<file path="src/hw/rtl/sfs_pkg.sv">
// Shared types, sizes and command codes for the SPI NOR flash target.
package sfs_pkg;

	// Memory geometry, all powers of two
	localparam int unsigned MEM_BYTES       = 1048576;
	localparam int unsigned SECTOR_BYTES    = 65536;
	localparam int unsigned SUBSECTOR_BYTES = 4096;
	localparam int unsigned PAGE_BYTES      = 256;

	localparam int unsigned ADDR_W = $clog2(MEM_BYTES);
	localparam int unsigned PAGE_W = $clog2(PAGE_BYTES);

	typedef logic [ADDR_W-1:0] addr_t;
	typedef logic [PAGE_W-1:0] page_off_t;

	localparam addr_t ADDR_ALL       = addr_t'(MEM_BYTES - 1);
	localparam addr_t SECTOR_MASK    = addr_t'(SECTOR_BYTES - 1);
	localparam addr_t SUBSECTOR_MASK = addr_t'(SUBSECTOR_BYTES - 1);

	// Command bytes
	localparam logic [7:0] CMD_WREN  = 8'h06;
	localparam logic [7:0] CMD_RDID  = 8'h9F;
	localparam logic [7:0] CMD_RDSR  = 8'h05;
	localparam logic [7:0] CMD_READ  = 8'h03;
	localparam logic [7:0] CMD_FREAD = 8'h0B;
	localparam logic [7:0] CMD_PP    = 8'h02;
	localparam logic [7:0] CMD_SE    = 8'hD8;
	localparam logic [7:0] CMD_BE    = 8'hC7;
	localparam logic [7:0] CMD_SSE   = 8'h20;

	localparam logic [7:0] BYTE_IDLE = 8'hFF;
	localparam logic [7:0] STATUS_VALUE = 8'h00;

	// Request opcodes
	localparam logic OP_EXCHANGE = 1'b0;
	localparam logic OP_SELECT   = 1'b1;

	// Configuration register indexes
	localparam logic [1:0] REG_MANUFACTURER_ID = 2'd0;
	localparam logic [1:0] REG_MEMORY_TYPE     = 2'd1;
	localparam logic [1:0] REG_CAPACITY_CODE   = 2'd2;

	// Queue between front and back
	localparam int unsigned Q_DEPTH = 4;
	localparam int unsigned Q_PTR_W = $clog2(Q_DEPTH);
	localparam int unsigned Q_CNT_W = $clog2(Q_DEPTH + 1);

	typedef enum logic [1:0] {
		K_BYTE      = 2'd0,
		K_IDLE_BYTE = 2'd1,
		K_DESELECT  = 2'd2
	} item_kind_t;

	typedef struct packed {
		item_kind_t kind;
		logic [7:0] data;
	} q_entry_t;

	typedef struct packed {
		logic [7:0] manufacturer_id;
		logic [7:0] memory_type;
		logic [7:0] capacity_code;
	} id_regs_t;

	typedef struct packed {
		logic clearing;
	} back_stat_t;

endpackage

</file>
<file path="src/hw/rtl/sfs_queue.sv">
// Short request queue between the classifier and the command engine.
module sfs_queue
	import sfs_pkg::*;
(
	input  logic     clk,
	input  logic     arst_n,
	input  logic     push,
	input  q_entry_t push_entry,
	input  logic     pop,
	output logic     full,
	output logic     valid,
	output q_entry_t head
);

	q_entry_t             entry_q [Q_DEPTH];
	logic [Q_PTR_W-1:0]   wr_ptr_q;
	logic [Q_PTR_W-1:0]   rd_ptr_q;
	logic [Q_CNT_W-1:0]   count_q;

	assign full  = (count_q == Q_CNT_W'(Q_DEPTH));
	assign valid = (count_q != '0);
	assign head  = entry_q[rd_ptr_q];

	// Storage
	always_ff @(posedge clk) begin
		if (push) begin
			entry_q[wr_ptr_q] <= push_entry;
		end
	end

	// Pointers and fill level
	always_ff @(posedge clk or negedge arst_n) begin
		if (!arst_n) begin
			wr_ptr_q <= '0;
			rd_ptr_q <= '0;
			count_q  <= '0;
		end else begin
			if (push) begin
				wr_ptr_q <= wr_ptr_q + 1'b1;
			end
			if (pop) begin
				rd_ptr_q <= rd_ptr_q + 1'b1;
			end
			if (push && !pop) begin
				count_q <= count_q + 1'b1;
			end else if (pop && !push) begin
				count_q <= count_q - 1'b1;
			end
		end
	end

endmodule

</file>
<file path="config.mk">
export PLATFORM = sky130hd
export DESIGN_NAME = sfs_queue
export DESIGN_NICKNAME = d
export VERILOG_FILES = /design/src/hw/rtl/sfs_pkg.sv /design/src/hw/rtl/sfs_queue.sv
export SDC_FILE = /design/constraint.sdc
export NUM_CORES = 1
export LEC_CHECK = 0
export BUFFER_PORTS_ARGS = -buffer_cell sky130_fd_sc_hd__buf_2
export CAP_MARGIN = 20
export CORE_ASPECT_RATIO = 1.25
export CORE_UTILIZATION = 55
export CTS_CLUSTER_SIZE = 10
export DETAILED_ROUTE_END_ITERATION = 8
export MAX_ROUTING_LAYER = met4
export PLACE_DENSITY = 0.85
export REMOVE_ABC_BUFFERS = 1
export SYNTH_ARGS = -nofsm -noshare
export SYNTH_HDL_FRONTEND = slang
export SYNTH_SLANG_ARGS = --single-unit
</file>
<file path="constraint.sdc">
create_clock -name clk -period 1.6 [get_ports clk]
set_input_delay 0 -clock clk [delete_from_list [all_inputs] [get_ports clk]]
set_output_delay 0 -clock clk [all_outputs]
set_load 0.05 [all_outputs]
</file>
==> qor.yml, run 1 <==
synth.avg_cell_area_um2: 21.4
fin_util_pct: 72.3
cp.required_ps: 1600
num_vias: 929
timing.rr.end: "count_q[2]$_DFFE_PN0P_"
period_share_pct: 97.1
synth_adder_area_share_pct: 4.48
cts_max_path_buffers: 2
hp-class: "primary input to register"
synth-xor-area-share_pct: 2.85
grt-ovfl-total: 0
status: "finished clean"
grt_pass1_wl_mm: 4.52
clkSinkCount: 47
synthSimpleGateAreaFrac_pct: 2.72
multi_input_area_um2: 427
ant_nets: 0
slew_viol_final: 0
drt-total-wl_mm: 2.89
grt_max_degree: 14
clkTransAtPathRegs_ps: 80
initial_core_util_pct: 57.7
path_class: "register to output port"
holdPathStages: 3
cts_root_buffer: "clkbuf_8"
antenna_found_initial: 0
cp-start-kind: "register"
dp_hpwl_mm: 1.96
cp_max_fo: 6
period_needed_ps: 1550
viasPerCell: 5.31
ir_drop_v: 0.00136
p_per_area_nw_per_um2: 1910
clock_latency_ps: 300
worst_pin_slew_ps: 277
ff_latch_area_um2: 1380
slew_headroom_pct: 81.5
nNetsFinal: 157
die_area_um2: 3590
synthMuxAreaShare_pct: 13.2
synth_cell_type_count: 18
holdWs_ps: 15.5
yosysSeqAreaShare_pct: 74.7
reg2regPathDepth: 4
first_iter_violations: 23
worst_setup_path_end_kind: "output port"
portBuffers: 25
cts_tree: "yes"
grt_pass1_vias: 951
die_h_um: 66.7
setup_viol: 0
hold_start: "pop"
leakage_nw: 0.874
num_antenna_cells: 0
layout-drive-gt1-share_pct: 36.2
skew_ps: 7.49
cts_htree_levels: 2
area_delta_synth_final_pct: 25.4
ff2ff_setup_slack_ps: 140
yosysWarnings: 0
ys_ff_latch: 47
power_mw: 4.40
floorplan.io_pins: 26
avgRoutedWirePerCell_um: 16.5
cts_buffers: 5
drc: 0
row_count: 23
syn_area_um2: 1840
grt_usage_pct: 20.0
final_area_um2: 2310
preCtsSetupSlack_ps: 158
synth_cells: 86
max_freq_ghz: 0.644
r2r-start: "count_q[0]$_DFFE_PN0P_"
die_width_um: 53.8
synth_top_family_by_area: "multiplexers"
finalHoldViolations: 0
n_fill_cell: 193
fin_ws_ps: 46.2
placed_area_um2: 2050
min_to: "rd_ptr_q[1]$_DFFE_PN0P_"
cap_viol_max_count: 0
critical_path_arrival_ps: 1550
dr.pass1.iters: 4
core_um2: 3190
globalplace.congestion: 0.715
synth_compound_area_share_pct: 0.272
-- state kept, by name, summed over array words and instances, names as in the netlist --
register and cells:
wr_ptr_q 2, entry_q 40, count_q 3, rd_ptr_q 2
-- critical path, stage by stage, from the launching register on --
cell and delay [ps]:
dfrtp_1 390, buf_6 160, mux4_2 490, buf_2 220
-- final cells by class --
cell class	instances	share of cell area, %
Clock buffer	6	3.14
Clock inverter	2	0.325
Inverter	4	0.650
Multi-Input combinational cell	33	18.5
Sequential cell	47	59.6
Tap cell	37	2.00
Timing Repair Buffer	46	15.8
-- cell usage after synthesis --
library cell / instances / area [um^2]
o21ai_0: 1 / 5.00
mux4_2: 8 / 180
dfrtp_1: 7 / 175
fa_1: 1 / 20.0
nor2_1: 1 / 3.75
and2_1: 4 / 25.0
or3_1: 1 / 6.26
ha_1: 5 / 62.6
edfxtp_1: 40 / 1200
xor2_1: 4 / 35.0
mux4_1: 2 / 52.6
buf_2: 1 / 5.00
mux2_2: 1 / 11.3
buf_6: 1 / 11.3
nand2_1: 2 / 7.51
inv_1: 4 / 15.0
xnor2_1: 2 / 17.5
nor3b_1: 1 / 7.51
-- layer usage --
layer,part of all wire (%),vias up,track usage [%]
li1,-,432,-
met1,40,464,23.1
met2,52,26,30.6
met3,5.2,7,6.85
met4,1.9,0,10.2
met5,0,-,-
-- layout by cell type, fill, tap and decap left out --
cell type       n
mux4_2         10
nor3b_1         1
clkbuf_1        1
dfrtp_1         6
and2_1          4
xnor2_1         2
dfrtp_2         1
ha_1            5
o21ai_0         1
clkbuf_8        5
nand2_1         2
mux2_2          1
buf_4          10
nor2_1          1
edfxtp_1       40
fa_1            1
or3_1           1
buf_6           7
clkinv_1        2
buf_2          16
xor2_1          4
inv_1           4
dlygate4sd3_1  13
-- where the power goes --
part	switching, mW	total (mW)	leakage, nW	internal (mW)
clock	0.350	0.647	0.0403	0.298
combinational	1.14	1.94	0.385	0.798
sequential	0.181	1.82	0.449	1.63
-- per-stage QoR --
| step | std cells | TNS [ps] |
|---|---|---|
| floorplan | 84 | 0 |
| global placement | 153 | 0 |
| detailed placement | 153 | 0 |
| CTS | 174 | 0 |
| global route | 175 | -17.2 |
| finish | 175 | 0 |
-- kinds of logic (layout without fill, tap and decap cells) --
group                      after synthesis  in the layout
xor gates and xnor gates                 6              6
and+or+nand+nor                          9              9
buffers and inverters                    6             58
adders and majority gates                6              6
muxes                                   11             11
AOI/OAI and AO/OA                        1              1
DFF                                     47             47
-- worst max-delay path by stage --
| stage | startpoint | to | cells past startpoint |
|---|---|---|---|
| floorplan | count_q[0]$_DFFE_PN0P_ | full | 1 |
| CTS | rd_ptr_q[0]$_DFFE_PN0P_ | head[5] | 3 |
| detailed placement | count_q[0]$_DFFE_PN0P_ | count_q[2]$_DFFE_PN0P_ | 4 |
| global route | rd_ptr_q[0]$_DFFE_PN0P_ | head[4] | 3 |
| finish | rd_ptr_q[0]$_DFFE_PN0P_ | head[4] | 3 |
| global placement | count_q[0]$_DFFE_PN0P_ | count_q[2]$_DFFE_PN0P_ | 4 |
-- what timing repair did --
action,CTS,global route
setup endpoints to repair,2,10
gates resized for setup,3,23
hold endpoints to repair,50,0
setup buffers,0,1
hold buffers,13,0
No activity file was read; power rests on OpenSTA's default activity.
==> run 2: changes to the inputs <==
--- a/config.mk
+++ b/config.mk
@@ -8,11 +8,11 @@
 export BUFFER_PORTS_ARGS = -buffer_cell sky130_fd_sc_hd__buf_2
 export CAP_MARGIN = 20
 export CORE_ASPECT_RATIO = 1.25
-export CORE_UTILIZATION = 55
+export CORE_UTILIZATION = 50
 export CTS_CLUSTER_SIZE = 10
 export DETAILED_ROUTE_END_ITERATION = 8
 export MAX_ROUTING_LAYER = met4
-export PLACE_DENSITY = 0.85
+export PLACE_DENSITY = 0.82
 export REMOVE_ABC_BUFFERS = 1
 export SYNTH_ARGS = -nofsm -noshare
 export SYNTH_HDL_FRONTEND = slang
==> constraint.sdc (replaced) <==
create_clock -name clk -period 1.36 [get_ports clk]
set_input_delay 0 -clock clk [delete_from_list [all_inputs] [get_ports clk]]
set_output_delay 0 -clock clk [all_outputs]
set_load 0.05 [all_outputs]
==> run 2 against run 1 <==
- the run now ends with negative setup slack left
- routed wire length up 5.0%
- critical endpoint is now head[1]
- critical path depth unchanged
- utilization fell by 3.1 points
- power grew 26%
- die area increased by 9.6%
- combinational power grew 32%
- clock-buffer cell count increased by 1
- design area is 5.3% higher
==> qor.yml, run 2 (synthesized netlist as in run 1, its figures left out) <==
path_delay_family: "multiplexers"
dp_hpwl_mm: 1.93  # -1.5%
avgRoutedWirePerCell_um: 16.9  # +2.7%
power_mw: 5.54  # +26%
period_share_pct: 113
cts_tree: "yes"
violations: "negative setup slack"
final_cell_count_no_fill: 179  # +2.3%
area_delta_synth_final_pct: 32.0
multi_input_area_um2: 440  # +3.2%
holdWs_ps: 61.6  # +46.1 ps
clkSinkCount: 47  # unchanged
critical_path_arrival_ps: 1530  # -20 ps
mostFrequentLayoutCells: "40 x edfxtp_1, 14 x dlygate4sd3_1, 13 x buf_2, 13 x buf_6, 10 x mux4_2"
final_common_cell: "edfxtp_1"
antenna_found_initial: 0  # unchanged
regMostFlops: "entry_q"
nNetsFinal: 159  # +1.3%
fin_util_pct: 69.2  # -3.1 points
cp.required_ps: 1360  # -240 ps
die_width_um: 56.3  # +4.7%
reg2regPathDepth: 4  # unchanged
ff_latch_area_um2: 1380  # about the same
num_vias: 947  # +1.9%
clock_latency_ps: 300  # about the same
n_fill_cell: 229  # +19%
viasPerCell: 5.29  # -0.34%
leakage_nw: 0.916  # +4.8%
setup_viol: 11  # +11
die_h_um: 69.9  # +4.7%
slowest_stage: "mux4_2"
skew_ps: 6.74  # -0.746 ps
cp-start-kind: "register"
first_iter_violations: 23  # unchanged
drt-total-wl_mm: 3.03  # +5.0%
p_per_area_nw_per_um2: 2280  # +20%
worst_pin_slew_ps: 273  # -4.48 ps
grt_pass1_vias: 1039  # +9.3%
cts_max_path_buffers: 2  # unchanged
core_um2: 3510  # +10%
cap_viol_max_count: 0  # unchanged
critical_path.max_stage_delay_ps: 510  # +20 ps
grt_setup_unrepaired: "true"
cp_cell_sequence: "buf_6, mux4_2, buf_6"
slew_headroom_pct: 81.8  # +0.30 points
grt_usage_pct: 18.3  # -1.7 points
tns_ps: -1680  # -1680 ps
preCtsSetupSlack_ps: -82.0  # -240 ps
initial_core_util_pct: 52.4  # -5.2 points
finalHoldViolations: 0  # unchanged
slew_viol_final: 0  # unchanged
clkTransAtPathRegs_ps: 70  # about the same
die_area_um2: 3930  # +9.6%
ff2ff_setup_slack_ps: 0  # -140 ps
worst_setup_path_end_kind: "output port"
hp-class: "primary input to async pin"
fin_ws_ps: -174  # -220 ps
r2r-start: "count_q[1]$_DFFE_PN0P_"
dp_cells: 156  # +2.0%
final_area_um2: 2430  # +5.3%
timing.rr.end: "count_q[2]$_DFFE_PN0P_"
max_freq_ghz: 0.652
row_count: 24  # +4.3%
portBuffers: 25  # unchanged
grt_pass1_wl_mm: 4.93  # +9.0%
floorplan.io_pins: 26  # unchanged
cts_root_buffer: "clkbuf_8"
path_class: "register to output port"
path_buf_inv: 2  # unchanged
num_antenna_cells: 0  # unchanged
grt_max_degree: 15  # +1
period_needed_ps: 1530
cp_max_fo: 5  # -1
globalplace.congestion: 0.731  # +2.3%
status: "complete, but fails checks"
placed_area_um2: 2100  # +2.3%
crit_top_cell: "buf_6"
layout-drive-gt1-share_pct: 41.4  # +5.2 points
dr.pass1.iters: 4  # unchanged
top_regs: "entry_q (40), count_q (3)"
largest_reg_flops: 40  # unchanged
drc: 0  # unchanged
cts_htree_levels: 2  # unchanged
ant_nets: 0  # unchanged
grt-ovfl-total: 0  # unchanged
cts_buffers: 5  # unchanged
ir_drop_v: 0.00188  # +39%
## run 2: cell count changes in the layout (fill, tap and decap cells not counted), sizes merged
cell	before	now
clkinv	2	1
clkbuf	6	7
dlygate4sd3	13	14
buf	33	34
## run 2: layout make-up
type,instances,area share [%]
Clock buffer,7,3.55
Clock inverter,1,0.206
Inverter,4,0.618
Multi-Input combinational cell,33,18.1
Sequential cell,47,56.7
Tap cell,39,2.01
Timing Repair Buffer,48,18.8
## run 2: per-layer routing
| layer | GRT usage, % | wire, um |
|---|---|---|
| met1 | 19.1 | 1170 |
| met2 | 31.5 | 1670 |
| met3 | 5.00 | 109 |
| met4 | 9.49 | 89 |
| met5 | - | 0 |
## run 2: where the power goes
group / internal, mW / total [mW] / leakage, nW / switching, mW
logic: 1.16 / 2.56 / 0.420 / 1.40
clock network: 0.410 / 0.832 / 0.0482 / 0.422
registers: 1.93 / 2.14 / 0.448 / 0.217
## run 2: worst max path at each step
stage | from | endpoint | depth (start not counted)
2_1_floorplan | count_q[0]$_DFFE_PN0P_ | full | 1
4_1_cts | rd_ptr_q[0]$_DFFE_PN0P_ | head[7] | 3
3_5_place_dp | count_q[0]$_DFFE_PN0P_ | count_q[2]$_DFFE_PN0P_ | 4
6_report | rd_ptr_q[0]$_DFFE_PN0P_ | head[1] | 3
3_3_place_gp | count_q[0]$_DFFE_PN0P_ | count_q[2]$_DFFE_PN0P_ | 4
5_1_grt | rd_ptr_q[0]$_DFFE_PN0P_ | head[7] | 3
## run 2: repair_timing
item                                    4_1_cts  5_1_grt
endpoints found under the setup margin       12       23
resized for setup                            31        5
buffers inserted                              1        0
pin swaps                                     5        3
endpoints found under the hold margin        51        0
hold buffers                                 14        0
